### config.mk
export PLATFORM = sky130hd
export DESIGN_NAME = c_comment_stripper
export DESIGN_NICKNAME = d
export VERILOG_FILES = /design/src/rtl/cstrip_pkg.sv /design/src/rtl/cstrip_front.sv /design/src/rtl/cstrip_queue.sv /design/src/rtl/cstrip_back.sv /design/src/rtl/c_comment_stripper.sv
export SDC_FILE = /design/constraint.sdc
export NUM_CORES = 1
export LEC_CHECK = 0
export ABC_CLOCK_PERIOD_IN_PS = 4910
export BUFFER_PORTS_ARGS = -buffer_cell sky130_fd_sc_hd__clkbuf_2
export CAP_MARGIN = 20
export CORE_ASPECT_RATIO = 0.9
export CORE_MARGIN = 2
export CORE_UTILIZATION = 50
export CTS_CLUSTER_DIAMETER = 80
export DETAILED_ROUTE_END_ITERATION = 6
export PLACE_DENSITY_LB_ADDON = 0.1
export SETUP_SLACK_MARGIN = 0.05
export SLEW_MARGIN = 20
export SYNTH_ARGS = -nofsm -noshare
export SYNTH_HDL_FRONTEND = slang
export SYNTH_SLANG_ARGS = --single-unit
### constraint.sdc
create_clock -name clk_i -period 4.91 [get_ports clk_i]
set_input_delay 0.982 -clock clk_i [delete_from_list [all_inputs] [get_ports clk_i]]
set_output_delay 0.982 -clock clk_i [all_outputs]
set_load 0.02 [all_outputs]
### src/rtl/cstrip_pkg.sv
// package for the c comment stripper
// holds character constants, the queue entry type and the whitespace test
// no dependencies
package cstrip_pkg;

  localparam logic [7:0] CharNewline   = 8'h0A;
  localparam logic [7:0] CharStar      = 8'h2A;
  localparam logic [7:0] CharSlash     = 8'h2F;
  localparam logic [7:0] CharSpace     = 8'h20;
  localparam logic [7:0] CharDquote    = 8'h22;
  localparam logic [7:0] CharSquote    = 8'h27;
  localparam logic [7:0] CharBackslash = 8'h5C;

  localparam int unsigned QueueDepth = 4;
  localparam int unsigned QueueAw    = $clog2(QueueDepth);

  // one classified input item: an optional slash, an optional byte, a stream reset
  typedef struct packed {
    logic       pre_slash;
    logic       has_byte;
    logic [7:0] data;
    logic       clear;
  } entry_t;

  typedef struct packed {
    logic   valid;
    entry_t entry;
  } push_t;

  function automatic logic is_ws(input logic [7:0] b);
    return (b == 8'h20) || (b == 8'h09) || (b == 8'h0A) || (b == 8'h0B) ||
           (b == 8'h0C) || (b == 8'h0D);
  endfunction

endpackage

### src/rtl/cstrip_front.sv
// front end of the c comment stripper: lexer state machine
// classifies each input beat into at most one queue entry
// depends on cstrip_pkg
module cstrip_front (
  input  logic               clk_i,
  input  logic               rst_ni,
  input  logic               push_i,
  input  logic               queue_full_i,
  input  logic [7:0]         in_byte_i,
  input  logic               end_of_input_i,
  output cstrip_pkg::push_t  req_o
);
  import cstrip_pkg::*;

  typedef enum logic [8:0] {
    MODE_CODE    = 9'b000000001,
    MODE_SLASH   = 9'b000000010,
    MODE_LINE    = 9'b000000100,
    MODE_BLOCK   = 9'b000001000,
    MODE_STAR    = 9'b000010000,
    MODE_STR     = 9'b000100000,
    MODE_STR_ESC = 9'b001000000,
    MODE_CHR     = 9'b010000000,
    MODE_CHR_ESC = 9'b100000000
  } mode_e;

  mode_e  mode_q, mode_d;
  entry_t ent;
  logic   want;
  logic   accept;

  function automatic mode_e code_next(input logic [7:0] b);
    if (b == CharSlash) begin
      return MODE_SLASH;
    end else if (b == CharDquote) begin
      return MODE_STR;
    end else if (b == CharSquote) begin
      return MODE_CHR;
    end
    return MODE_CODE;
  endfunction

  assign accept = push_i && !queue_full_i;

  always_comb begin
    mode_d = mode_q;
    ent    = '0;
    want   = 1'b0;
    ent.data = in_byte_i;
    if (end_of_input_i) begin
      ent.pre_slash = (mode_q == MODE_SLASH);
      ent.clear     = 1'b1;
      want          = 1'b1;
      mode_d        = MODE_CODE;
    end else begin
      unique case (mode_q)
        MODE_SLASH: begin
          if (in_byte_i == CharSlash) begin
            mode_d = MODE_LINE;
          end else if (in_byte_i == CharStar) begin
            mode_d = MODE_BLOCK;
          end else begin
            want          = 1'b1;
            ent.pre_slash = 1'b1;
            ent.has_byte  = (in_byte_i != CharSlash);
            mode_d        = code_next(in_byte_i);
          end
        end
        MODE_LINE: begin
          if (in_byte_i == CharNewline) begin
            want         = 1'b1;
            ent.has_byte = 1'b1;
            mode_d       = MODE_CODE;
          end
        end
        MODE_BLOCK: begin
          if (in_byte_i == CharStar) begin
            mode_d = MODE_STAR;
          end
        end
        MODE_STAR: begin
          if (in_byte_i == CharSlash) begin
            want         = 1'b1;
            ent.has_byte = 1'b1;
            ent.data     = CharSpace;
            mode_d       = MODE_CODE;
          end else if (in_byte_i != CharStar) begin
            mode_d = MODE_BLOCK;
          end
        end
        MODE_STR: begin
          want         = 1'b1;
          ent.has_byte = 1'b1;
          if (in_byte_i == CharBackslash) begin
            mode_d = MODE_STR_ESC;
          end else if (in_byte_i == CharDquote) begin
            mode_d = MODE_CODE;
          end
        end
        MODE_STR_ESC: begin
          want         = 1'b1;
          ent.has_byte = 1'b1;
          mode_d       = MODE_STR;
        end
        MODE_CHR: begin
          want         = 1'b1;
          ent.has_byte = 1'b1;
          if (in_byte_i == CharBackslash) begin
            mode_d = MODE_CHR_ESC;
          end else if (in_byte_i == CharSquote) begin
            mode_d = MODE_CODE;
          end
        end
        MODE_CHR_ESC: begin
          want         = 1'b1;
          ent.has_byte = 1'b1;
          mode_d       = MODE_CHR;
        end
        default: begin
          want         = (in_byte_i != CharSlash);
          ent.has_byte = want;
          mode_d       = code_next(in_byte_i);
        end
      endcase
    end
  end

  assign req_o.valid = accept && want;
  assign req_o.entry = ent;

  always_ff @(posedge clk_i or negedge rst_ni) begin
    if (!rst_ni) begin
      mode_q <= MODE_CODE;
    end else if (accept) begin
      mode_q <= mode_d;
    end
  end

endmodule

### src/rtl/cstrip_queue.sv
// short entry queue between the lexer and the emitter
// first-word-fall-through, one write and one read per cycle; a write is refused while full
// depends on cstrip_pkg
module cstrip_queue (
  input  logic                clk_i,
  input  logic                rst_ni,
  input  cstrip_pkg::push_t   req_i,
  output logic                full_o,
  output logic                head_valid_o,
  output cstrip_pkg::entry_t  head_o,
  input  logic                pop_i
);
  import cstrip_pkg::*;

  entry_t             slot_q [QueueDepth];
  logic [QueueAw-1:0] wr_q, rd_q;
  logic [QueueAw:0]   cnt_q;
  logic               do_push, do_pop;

  assign full_o       = (cnt_q == (QueueAw+1)'(QueueDepth));
  assign head_valid_o = (cnt_q != '0);
  assign head_o       = slot_q[rd_q];
  assign do_push      = req_i.valid && !full_o;
  assign do_pop       = pop_i && head_valid_o;

  always_ff @(posedge clk_i) begin
    if (do_push) begin
      slot_q[wr_q] <= req_i.entry;
    end
  end

  always_ff @(posedge clk_i or negedge rst_ni) begin
    if (!rst_ni) begin
      wr_q  <= '0;
      rd_q  <= '0;
      cnt_q <= '0;
    end else begin
      if (do_push) begin
        wr_q <= wr_q + QueueAw'(1);
      end
      if (do_pop) begin
        rd_q <= rd_q + QueueAw'(1);
      end
      if (do_push && !do_pop) begin
        cnt_q <= cnt_q + (QueueAw+1)'(1);
      end else if (do_pop && !do_push) begin
        cnt_q <= cnt_q - (QueueAw+1)'(1);
      end
    end
  end

endmodule

### src/rtl/cstrip_back.sv
// back end of the c comment stripper: line prefix buffer and result buffer
// holds leading whitespace in a small memory and flushes it when text appears
// depends on cstrip_pkg
module cstrip_back #(
  parameter int unsigned PREFIX_DEPTH = 32
) (
  input  logic                clk_i,
  input  logic                rst_ni,
  input  logic                head_valid_i,
  input  cstrip_pkg::entry_t  head_i,
  output logic                pop_o,
  output logic                empty,
  input  logic                pop,
  output logic [7:0]          out_byte_o,
  output logic                last_o
);
  import cstrip_pkg::*;

  localparam int unsigned CW = $clog2(PREFIX_DEPTH + 1);
  localparam int unsigned AW = $clog2(PREFIX_DEPTH);
  localparam logic [CW-1:0] DepthC = CW'(PREFIX_DEPTH);

  typedef enum logic [1:0] {
    ST_RUN   = 2'b01,
    ST_FLUSH = 2'b10
  } state_e;

  state_e        state_q, state_d;
  logic          text_q, text_d;
  logic          blank_q, blank_d;
  logic [CW-1:0] cnt_q, cnt_d;
  logic [AW-1:0] ptr_q, ptr_d;
  logic          slash_done_q, slash_done_d;

  logic [7:0]    mem_q [PREFIX_DEPTH];
  logic [7:0]    rd_data_q;
  logic          mem_we, rd_en;
  logic [AW-1:0] rd_addr;
  logic [CW-1:0] ptr_ext;

  logic [7:0]    ob_byte_q [2];
  logic          ob_last_q [2];
  logic          ob_wr_q, ob_rd_q;
  logic [1:0]    ob_cnt_q;
  logic          ob_full, ob_pop;

  logic          cur_is_slash, cur_has, cur_last, advance;
  logic [7:0]    cur_byte;
  logic          put, put_last;
  logic [7:0]    put_byte;

  assign ob_full      = (ob_cnt_q == 2'd2);
  assign cur_is_slash = head_i.pre_slash && !slash_done_q;
  assign cur_has      = cur_is_slash || head_i.has_byte;
  assign cur_byte     = cur_is_slash ? CharSlash : head_i.data;
  assign cur_last     = !(cur_is_slash && head_i.has_byte);
  assign ptr_ext      = CW'(ptr_q) + CW'(1);

  always_comb begin
    state_d      = state_q;
    text_d       = text_q;
    blank_d      = blank_q;
    cnt_d        = cnt_q;
    ptr_d        = ptr_q;
    slash_done_d = slash_done_q;
    mem_we       = 1'b0;
    rd_en        = 1'b0;
    rd_addr      = '0;
    advance      = 1'b0;
    put          = 1'b0;
    put_byte     = cur_byte;
    put_last     = cur_last;
    pop_o        = 1'b0;
    unique case (state_q)
      ST_RUN: begin
        if (head_valid_i) begin
          if (!cur_has) begin
            advance = 1'b1;
          end else if (cur_byte == CharNewline) begin
            if (text_q || !blank_q) begin
              if (!ob_full) begin
                put     = 1'b1;
                advance = 1'b1;
                blank_d = !text_q;
                text_d  = 1'b0;
                cnt_d   = '0;
              end
            end else begin
              advance = 1'b1;
              text_d  = 1'b0;
              cnt_d   = '0;
            end
          end else if (!text_q && is_ws(cur_byte)) begin
            advance = 1'b1;
            if (cnt_q < DepthC) begin
              mem_we = 1'b1;
              cnt_d  = cnt_q + CW'(1);
            end
          end else if (!text_q && cnt_q != '0) begin
            state_d = ST_FLUSH;
            rd_en   = 1'b1;
            ptr_d   = '0;
          end else if (!ob_full) begin
            put     = 1'b1;
            advance = 1'b1;
            text_d  = 1'b1;
            cnt_d   = '0;
          end
          if (advance) begin
            if (cur_is_slash && head_i.has_byte) begin
              slash_done_d = 1'b1;
            end else begin
              pop_o        = 1'b1;
              slash_done_d = 1'b0;
              if (head_i.clear) begin
                text_d  = 1'b0;
                blank_d = 1'b0;
                cnt_d   = '0;
              end
            end
          end
        end
      end
      ST_FLUSH: begin
        if (!ob_full) begin
          put      = 1'b1;
          put_byte = rd_data_q;
          put_last = 1'b0;
          if (ptr_ext < cnt_q) begin
            ptr_d   = ptr_q + AW'(1);
            rd_en   = 1'b1;
            rd_addr = ptr_q + AW'(1);
          end else begin
            cnt_d   = '0;
            text_d  = 1'b1;
            state_d = ST_RUN;
          end
        end
      end
      default: begin
        state_d = ST_RUN;
      end
    endcase
  end

  // prefix memory, registered read
  always_ff @(posedge clk_i) begin
    if (mem_we) begin
      mem_q[cnt_q[AW-1:0]] <= cur_byte;
    end
    if (rd_en) begin
      rd_data_q <= mem_q[rd_addr];
    end
  end

  always_ff @(posedge clk_i or negedge rst_ni) begin
    if (!rst_ni) begin
      state_q      <= ST_RUN;
      text_q       <= 1'b0;
      blank_q      <= 1'b0;
      cnt_q        <= '0;
      ptr_q        <= '0;
      slash_done_q <= 1'b0;
    end else begin
      state_q      <= state_d;
      text_q       <= text_d;
      blank_q      <= blank_d;
      cnt_q        <= cnt_d;
      ptr_q        <= ptr_d;
      slash_done_q <= slash_done_d;
    end
  end

  // two-entry result buffer
  assign empty      = (ob_cnt_q == 2'd0);
  assign ob_pop     = pop && !empty;
  assign out_byte_o = ob_byte_q[ob_rd_q];
  assign last_o     = ob_last_q[ob_rd_q];

  always_ff @(posedge clk_i) begin
    if (put) begin
      ob_byte_q[ob_wr_q] <= put_byte;
      ob_last_q[ob_wr_q] <= put_last;
    end
  end

  always_ff @(posedge clk_i or negedge rst_ni) begin
    if (!rst_ni) begin
      ob_wr_q  <= 1'b0;
      ob_rd_q  <= 1'b0;
      ob_cnt_q <= 2'd0;
    end else begin
      if (put) begin
        ob_wr_q <= !ob_wr_q;
      end
      if (ob_pop) begin
        ob_rd_q <= !ob_rd_q;
      end
      if (put && !ob_pop) begin
        ob_cnt_q <= ob_cnt_q + 2'd1;
      end else if (ob_pop && !put) begin
        ob_cnt_q <= ob_cnt_q - 2'd1;
      end
    end
  end

`ifndef NO_ASSERTIONS
  a_cnt_bound: assert property (@(posedge clk_i) disable iff (!rst_ni)
    cnt_q <= DepthC)
    else $error("prefix count beyond depth");
  a_flush_range: assert property (@(posedge clk_i) disable iff (!rst_ni)
    state_q == ST_FLUSH |-> (cnt_q != '0) && (CW'(ptr_q) < cnt_q))
    else $error("flush pointer outside held prefix");
  a_put_room: assert property (@(posedge clk_i) disable iff (!rst_ni)
    put |-> !ob_full)
    else $error("result buffer overrun");
  a_pop_valid: assert property (@(posedge clk_i) disable iff (!rst_ni)
    pop_o |-> head_valid_i && state_q == ST_RUN)
    else $error("entry popped while not processing");
`endif

endmodule

### src/rtl/c_comment_stripper.sv
// c comment stripper: takes a c source byte stream, returns it without comments.
// Bytes are taken one per cycle while the queue is not full. A pending slash
// goes out ahead of its byte as a separate result; before the first text byte of a
// line that has held leading whitespace, the emitter reads the held bytes back one
// at a time through the single read port of the prefix memory. A four-entry
// queue between lexer and emitter absorbs short flushes, longer ones stall the input
// once it fills, and a two-entry result buffer decouples the output side.
// depends on cstrip_pkg, cstrip_front, cstrip_queue, cstrip_back
module c_comment_stripper #(
  parameter int unsigned PREFIX_DEPTH = 32
) (
  input  logic       clk_i,
  input  logic       rst_ni,
  input  logic [7:0] in_byte_i,
  input  logic       end_of_input_i,
  input  logic       push,
  output logic       full,
  output logic [7:0] out_byte_o,
  output logic       last_o,
  output logic       empty,
  input  logic       pop
);
  import cstrip_pkg::*;

  push_t  req;
  entry_t head;
  logic   head_valid;
  logic   head_pop;

  cstrip_front u_front (
    .clk_i          (clk_i),
    .rst_ni         (rst_ni),
    .push_i         (push),
    .queue_full_i   (full),
    .in_byte_i      (in_byte_i),
    .end_of_input_i (end_of_input_i),
    .req_o          (req)
  );

  cstrip_queue u_queue (
    .clk_i        (clk_i),
    .rst_ni       (rst_ni),
    .req_i        (req),
    .full_o       (full),
    .head_valid_o (head_valid),
    .head_o       (head),
    .pop_i        (head_pop)
  );

  cstrip_back #(
    .PREFIX_DEPTH (PREFIX_DEPTH)
  ) u_back (
    .clk_i        (clk_i),
    .rst_ni       (rst_ni),
    .head_valid_i (head_valid),
    .head_i       (head),
    .pop_o        (head_pop),
    .empty        (empty),
    .pop          (pop),
    .out_byte_o   (out_byte_o),
    .last_o       (last_o)
  );

endmodule

## Yosys cells after proc, flatten, opt, wreduce, memory -nomap -nowiden

Memories as Yosys holds them, arrays and structs flattened. A register that Yosys moved wholly into a read port is not among the register bits.
Cells that the tools add are included.

| storage, ports and cells | value |
|---|---|
| latch bits | 0 |
| bits of input ports | 13 |
| logic and storage cells | 256 |
| memories kept | 4 |
| flip-flop bits (word level) | 36 |
| output and inout port bits | 11 |
| RAM bits | 318 |
| bits in read-only memories | 0 |

Memories:

| name | depth | width | read ports | clocked after memory_dff | wr ports | RTL line | text |
|---|---|---|---|---|---|---|---|
| u_back.mem_q | 32 | 8 | 1 | 1 | 1 | cstrip_back.sv:35 | `logic [7:0] mem_q [PREFIX_DEPTH];` |
| u_queue.slot_q | 4 | 11 | 1 | 0 | 1 | cstrip_queue.sv:15 | `entry_t slot_q [QueueDepth];` |
| u_back.ob_byte_q | 2 | 8 | 1 | 0 | 1 | cstrip_back.sv:41 | `logic [7:0] ob_byte_q [2];` |
| u_back.ob_last_q | 2 | 1 | 1 | 0 | 1 | cstrip_back.sv:42 | `logic ob_last_q [2];` |

| operators by class | value |
|---|---|
| muxes and demuxes | 143 |
| shift-type cells | 0 |
| reductions and logical operators | 46 |
| multiply operators | 0 |
| equal/unequal tests | 39 |
| add/subtract/negate cells | 9 |
| order comparisons | 2 |
| div/mod/pow operators | 0 |
| bitwise gates (word level) | 0 |

Operators with widths:

| kind | count |
|---|---|
| two-way mux 9 bit | 18 |
| two-way mux 6 bit | 13 |
| two-way mux 1 bit | 76 |
| one-hot mux 9 bit (8 select lines) | 1 |
| two-way mux 5 bit | 10 |
| == test 8 x 4 -> 1 bit (second input constant) | 6 |
| == test 8 x 6 -> 1 bit (second input constant) | 5 |
| two-way mux 8 bit | 4 |
| two-way mux 2 bit | 11 |
| inequality test 8 x 6 -> 1 bit (second input constant) | 2 |
| logical AND 1 bit | 13 |
| logical NOT 1 bit | 12 |
| inequality test 4 x 2 -> 1 bit (second input constant) | 3 |
| one-hot mux 6 bit (2 select lines) | 1 |
| inequality test 2 bit (second input constant) | 5 |
| one-hot mux 1 bit (5 select lines) | 2 |
| one-hot mux 5 bit (2 select lines) | 1 |
| == test 9 x 2 -> 1 bit (second input constant) | 1 |
| == test 9 x 3 -> 1 bit (second input constant) | 1 |
| == test 9 x 4 -> 1 bit (second input constant) | 1 |
| == test 9 x 5 -> 1 bit (second input constant) | 1 |
| == test 9 x 6 -> 1 bit (second input constant) | 1 |
| == test 9 x 7 -> 1 bit (second input constant) | 1 |
| == test 9 x 8 -> 1 bit (second input constant) | 1 |
| 32 further kinds | 49 |

## Depth between registers and ports, before layout

| logic depth | value |
|---|---|
| depth after elaboration | 22 |
| gate-level depth with buffers | 16 |
| gate-level depth less buffers | 13 |

## Cells and area by module

Synthesis repeated with hierarchy kept, for this count alone.

| second synthesis, totals | value |
|---|---|
| cell total of the unflattened synthesis | 996 |
| area, all modules | 16064.2 µm² |

By module, submodules not included:

| module | area an instance (µm²) | times used | sequential area each (µm²) | cells each |
|---|---|---|---|---|
| cstrip_back | 12956.2 | 1 | 8969.9 | 772 |
| cstrip_queue | 2055.7 | 1 | 1496.4 | 92 |
| cstrip_front | 1052.3 | 1 | 226.5 | 132 |

## Worst setup path before layout

OpenSTA, ideal clock, no wires.

| timing | value |
|---|---|
| kind | flip-flop to flip-flop |
| from | reg u_back.ptr_q[0] |
| to | reg u_back.rd_data_q[0] (read register of u_back.mem_q), enable pin |
| stages on the path, launching flop included | 13 |
| clock period less this slack | 3960 ps |
| data required time | 4535 ps |
| buffers on the path | 5 |
| data arrival time | 3585 ps |
| path slack | 950 ps |
| setup time | 375 ps |
| path through | dfrtp_1 > ha_1 > xor2_1 > clkbuf_1 > clkbuf_1 > ha_1 > o21a_1 > o2111ai_1 > clkbuf_1 > buf_2 > buf_2 > nand3_1 > a21oi_1 |

| on the way | value |
|---|---|
| cells in the longest elaborated chain, start to end | 5 |
| elaborated cells on any way between the ends | 9 |
| classes of those cells | add/sub: 2; order compare: 1; mux: 6 |

RTL lines:

| what | RTL line | text |
|---|---|---|
| from (decl) | cstrip_back.sv:32 | `logic [AW-1:0] ptr_q, ptr_d;` |
| from (signal assigned) | cstrip_back.sv:169 | `ptr_q <= ptr_d;` |
| adder 5 x 1 -> 6 bit | cstrip_back.sv:57 | `assign ptr_ext = CW'(ptr_q) + CW'(1);` |
| < comparator 6 bit | cstrip_back.sv:129 | `if (ptr_ext < cnt_q) begin` |
| two-way mux 1 bit | cstrip_back.sv:129 |  |
| two-way mux 1 bit | cstrip_back.sv:125 | `if (!ob_full) begin` |
| one-hot mux 1 bit (2 select lines) | cstrip_back.sv:74 | `unique case (state_q)` |
| net u_back.rd_en | cstrip_back.sv:37 | `logic mem_we, rd_en;` |
| to (decl) | cstrip_back.sv:36 | `logic [7:0] rd_data_q;` |

The timed path passes the listed nets, and every way through them passes these cells.
A chain may end at the register's enable or synchronous reset.

## Worst setup path after layout

| timing | value |
|---|---|
| from | reg u_back.ptr_q[1] |
| to | reg u_back.rd_data_q[6] (read register of u_back.mem_q), data pin |

| on the way | value |
|---|---|
| cells in the longest elaborated chain, start to end | 5 |
| elaborated cells on any way between the ends | 9 |
| classes of those cells | add/sub: 2; order compare: 1; mux: 6 |

RTL lines:

| what | RTL line |
|---|---|
| adder 5 x 1 -> 6 bit | cstrip_back.sv:57 |
| < comparator 6 bit | cstrip_back.sv:129 |
| two-way mux 1 bit / two-way mux 5 bit (equally long branches) | cstrip_back.sv:129 |
| two-way mux 1 bit / two-way mux 5 bit (equally long branches) | cstrip_back.sv:125 |
| one-hot mux 1 bit (2 select lines) / two-way mux 5 bit (equally long branches) | cstrip_back.sv:74 |

Several ways; a longest one is shown, not always the timed one.

==> impl_metrics.py <==
metrics = {
    "setup_path": {
        "critPathKind": "flip-flop to flip-flop",
        "crit_start": "u_back.ptr_q[1]",
        "crit_top_cell": "ha_1",
        "cp_slowest_stage_delay_ns": 0.88,
        "r2r_setup_slack_ns": 0.93,
        "r2r-start": "u_back.ptr_q[1]",
        "endpoint_kind": "flip-flop",
        "worst_setup_path_start_kind": "flip-flop",
        "crit_family": "simple AND/OR/NAND/NOR gates",
        "required_ns": 5.11,
        "cp_slowest_cell": "or4_1",
        "crit_chain": "ha_1 -> nand3_1 -> xnor2_1 -> ha_1 -> a21oi_1 -> nor2b_1 -> or4_1 -> o21ai_0 -> nand4_1 -> a31oi_1 -> a32oi_1",
        "crit_buf_inv": 0,
        "critPathArrivalTime_ns": 4.18,
        "critPathMaxFanout": 32,
    },
    "cells_and_area": {
        "final_cell_mix": "edfxtp_1 (326), o21ai_0 (70), nand3_1 (66)",
        "syn_to_final_growth_pct": 11.9,
        "final_util": 0.570,
        "final_nets": 1238,
        "final_common_cell": "edfxtp_1",
        "drive_above_1_share": 0.173,
        "fin_area_mm2": 0.0183,
        "diodes": 0,
        "instances_no_fill": 1651,
    },
    "synth": {
        "netlist_area_mm2": 0.0163,
        "synth_cells": 1174,
        "synth-edff-count": 326,
        "async_flop_share": 0.0994,
        "ys_types": 90,
        "seq_area_frac_synth": 0.655,
        "synth_nets": 1206,
        "synth-seq-cells": 362,
        "yosysWarnings": 0,
        "synth.avg_cell_area_um2": 13.9,
        "ys.flop_type": "edfxtp_1",
    },
    "clocking": {
        "cts.sinks": 362,
        "ctsHtreeMaxLevel": 2,
        "insertion_delay_ns": 0.54,
        "numCtsBuffers": 39,
        "cts_resized": 0,
        "postCtsSetupBuffers": 0,
        "holdBufCountCts": 0,
        "clk_transition_reported_paths_ns": 0.06,
        "cts_max_path_buffers": 3,
        "root_buffer": "clkbuf_16",
        "cts_tree": "yes",
    },
    "placement": {
        "postPlaceCellArea_mm2": 0.0170,
        "portBuffers": 23,
        "hpwl_um": 25700,
        "place.gp.congestion": 0.892,
        "dp.cells": 1581,
    },
    "pwr": {
        "ir_drop_uv": 412,
        "p_leak_uw": 0.00596,
        "p_per_area_mw_per_mm2": 521,
        "total_power_uw": 9530,
    },
    "job": {
        "drv_cap": 0,
    },
    "timing": {
        "relSlewSlack": 0.295,
        "finalMaxSlewViolations": 0,
        "post-route-period-util": 0.810,
        "finalHoldViolations": 0,
        "tns_ns": 0,
        "fin_crit_ns": 3.98,
        "worst_pin_slew_ns": 1.06,
        "clock_skew_ns": 0.0312,
        "finalSetupViolations": 0,
        "fmax_ghz": 0.252,
        "rsz0062_at_grt": "no",
    },
    "floorplan": {
        "die_area_mm2": 0.0341,
        "boundaryPins": 24,
        "die_w_um": 195,
        "core_mm2": 0.0320,
        "rows": 62,
        "die-height_um": 175,
        "start_util": 0.510,
    },
    "global_route": {
        "grt_max_degree": 58,
        "antenna_found_initial": 0,
        "grt_pass1_wl_um": 61000,
        "first_global_vias": 10100,
        "grt.overflow.total": 0,
        "grtUsageTotal": 0.235,
    },
    "detailed_routing": {
        "drc": 0,
        "num_vias": 10300,
        "wl_per_cell_um": 24.2,
        "drt-total-wl_um": 39900,
        "ant_nets": 0,
        "first_pass_iters": 6,
        "vias_per_cell": 6.26,
        "drt_iter0_drc": 1059,
    },
    "run_status": {
        "outcome": "finished, final reports clean",
    },
    "min_path": {
        "min_path_type": "primary input to async pin",
    },
}
## sequential cells by signal, indices dropped and copies added (netlist names), 2 cells and up
signal,cells
u_back.state_q,2
u_back.cnt_q,6
u_front.mode_q,9
u_queue.slot_q,44
u_back.ob_byte_q,16
u_queue.cnt_q,3
u_back.ob_cnt_q,2
u_back.mem_q,256
u_back.ob_last_q,2
u_queue.rd_q,2
u_back.rd_data_q,8
u_queue.wr_q,2
u_back.ptr_q,5
## metrics by stage
stage,setup WS [ns],hold slack (ns)
final,0.935,0.303
after global routing,0.680,0.303
after CTS,0.940,0.289
after detailed placement,0.947,0.481
after global placement,0.982,0.471
after floorplan,0.950,0.454
## logic make-up after synthesis
family | count (synthesis) | share of synthesized area
AND/OR/NAND/NOR | 313 | 0.103
multiplexers | 92 | 0.0792
AO/OA/AOI/OAI | 267 | 0.112
buffers and inverters | 106 | 0.0276
XOR/XNOR | 15 | 0.00850
adder cells (fa/ha/maj) | 19 | 0.0150
flip-flops | 362 | 0.655
## path summary, 6_finish.rpt
| check | end | cells past startpoint |
|---|---|---|
| max | u_back.rd_data_q[6] | 11 |
| min | u_front.mode_q[8] | 1 |
| max reg2reg | u_back.rd_data_q[6] | 11 |
| min reg2reg | u_back.blank_q | 2 |
| max in group asynchronous | u_back.state_q[0] | 2 |
| min in group clk_i | u_back.blank_q | 2 |
## power by group
part / total [uW] / switching (uW) / internal [uW]
combinational: 2350 / 1670 / 675
sequential: 4300 / 143 / 4160
clock: 2880 / 1170 / 1710
## metal layers
| layer | up-vias | part of all wire | global-route usage |
|---|---|---|---|
| met5 | - | 0 | 0 |
| met4 | 0 | 0.023 | 0.0670 |
| met3 | 66 | 0.068 | 0.0384 |
| met2 | 399 | 0.47 | 0.373 |
| met1 | 5203 | 0.44 | 0.340 |
| li1 | 4673 | - | - |
## worst reg2reg max path, delay by kind of cell, from the launching register on
family | cells | cell delay [ns]
compound gates | 4 | 1.10
xor+xnor | 1 | 0.28
fa+ha+maj | 2 | 0.62
flops | 1 | 0.40
simple gates | 4 | 1.26
## layout make-up
class / count / area (um^2)
inverter: 29 / 109
timing repair buffer: 68 / 465
clock inverter: 20 / 171
fill: 2545 / 13800
multi-input combinational: 706 / 5240
tap: 416 / 520
sequential: 362 / 10700
clock buffer: 50 / 1080
## synth_stat cells, types with 3 or more instances
library cell  count  area (um^2)
edfxtp_1        326         9790
o21ai_0          70          350
nand3_1          66          330
a21oi_1          62          310
nor2_1           58          218
clkbuf_1         55          206
nand2_1          47          176
mux2i_1          37          370
nand4_1          36          225
dfrtp_1          34          851
mux2_2           28          315
inv_1            27          101
mux4_2           24          541
nor2b_1          21          131
ha_1             18          225
o221ai_1         18          158
a31oi_1          17          106
and2_1           17          106
buf_2            14         70.1
o21a_1           13         97.6
a32oi_1          11         96.3
and3_1           11         68.8
a22oi_1           9         67.6
a2111oi_0         8         70.1
a211o_1           8         70.1
xnor2_1           8         70.1
nand2b_1          7         43.8
nor3_1            7         35.0
nor4_1            6         37.5
o31ai_1           6         45.0
or2_2             6         37.5
xor2_1            6         52.6
buf_1             4         15.0
nand4b_1          4         35.0
o211ai_1          4         30.0
o41ai_1           4         35.0
or3_1             4         25.0
a211oi_2          3         37.5
o2bb2ai_1         3         26.3
or4_1             3         22.5
Power figures use the tool's default switching activity.
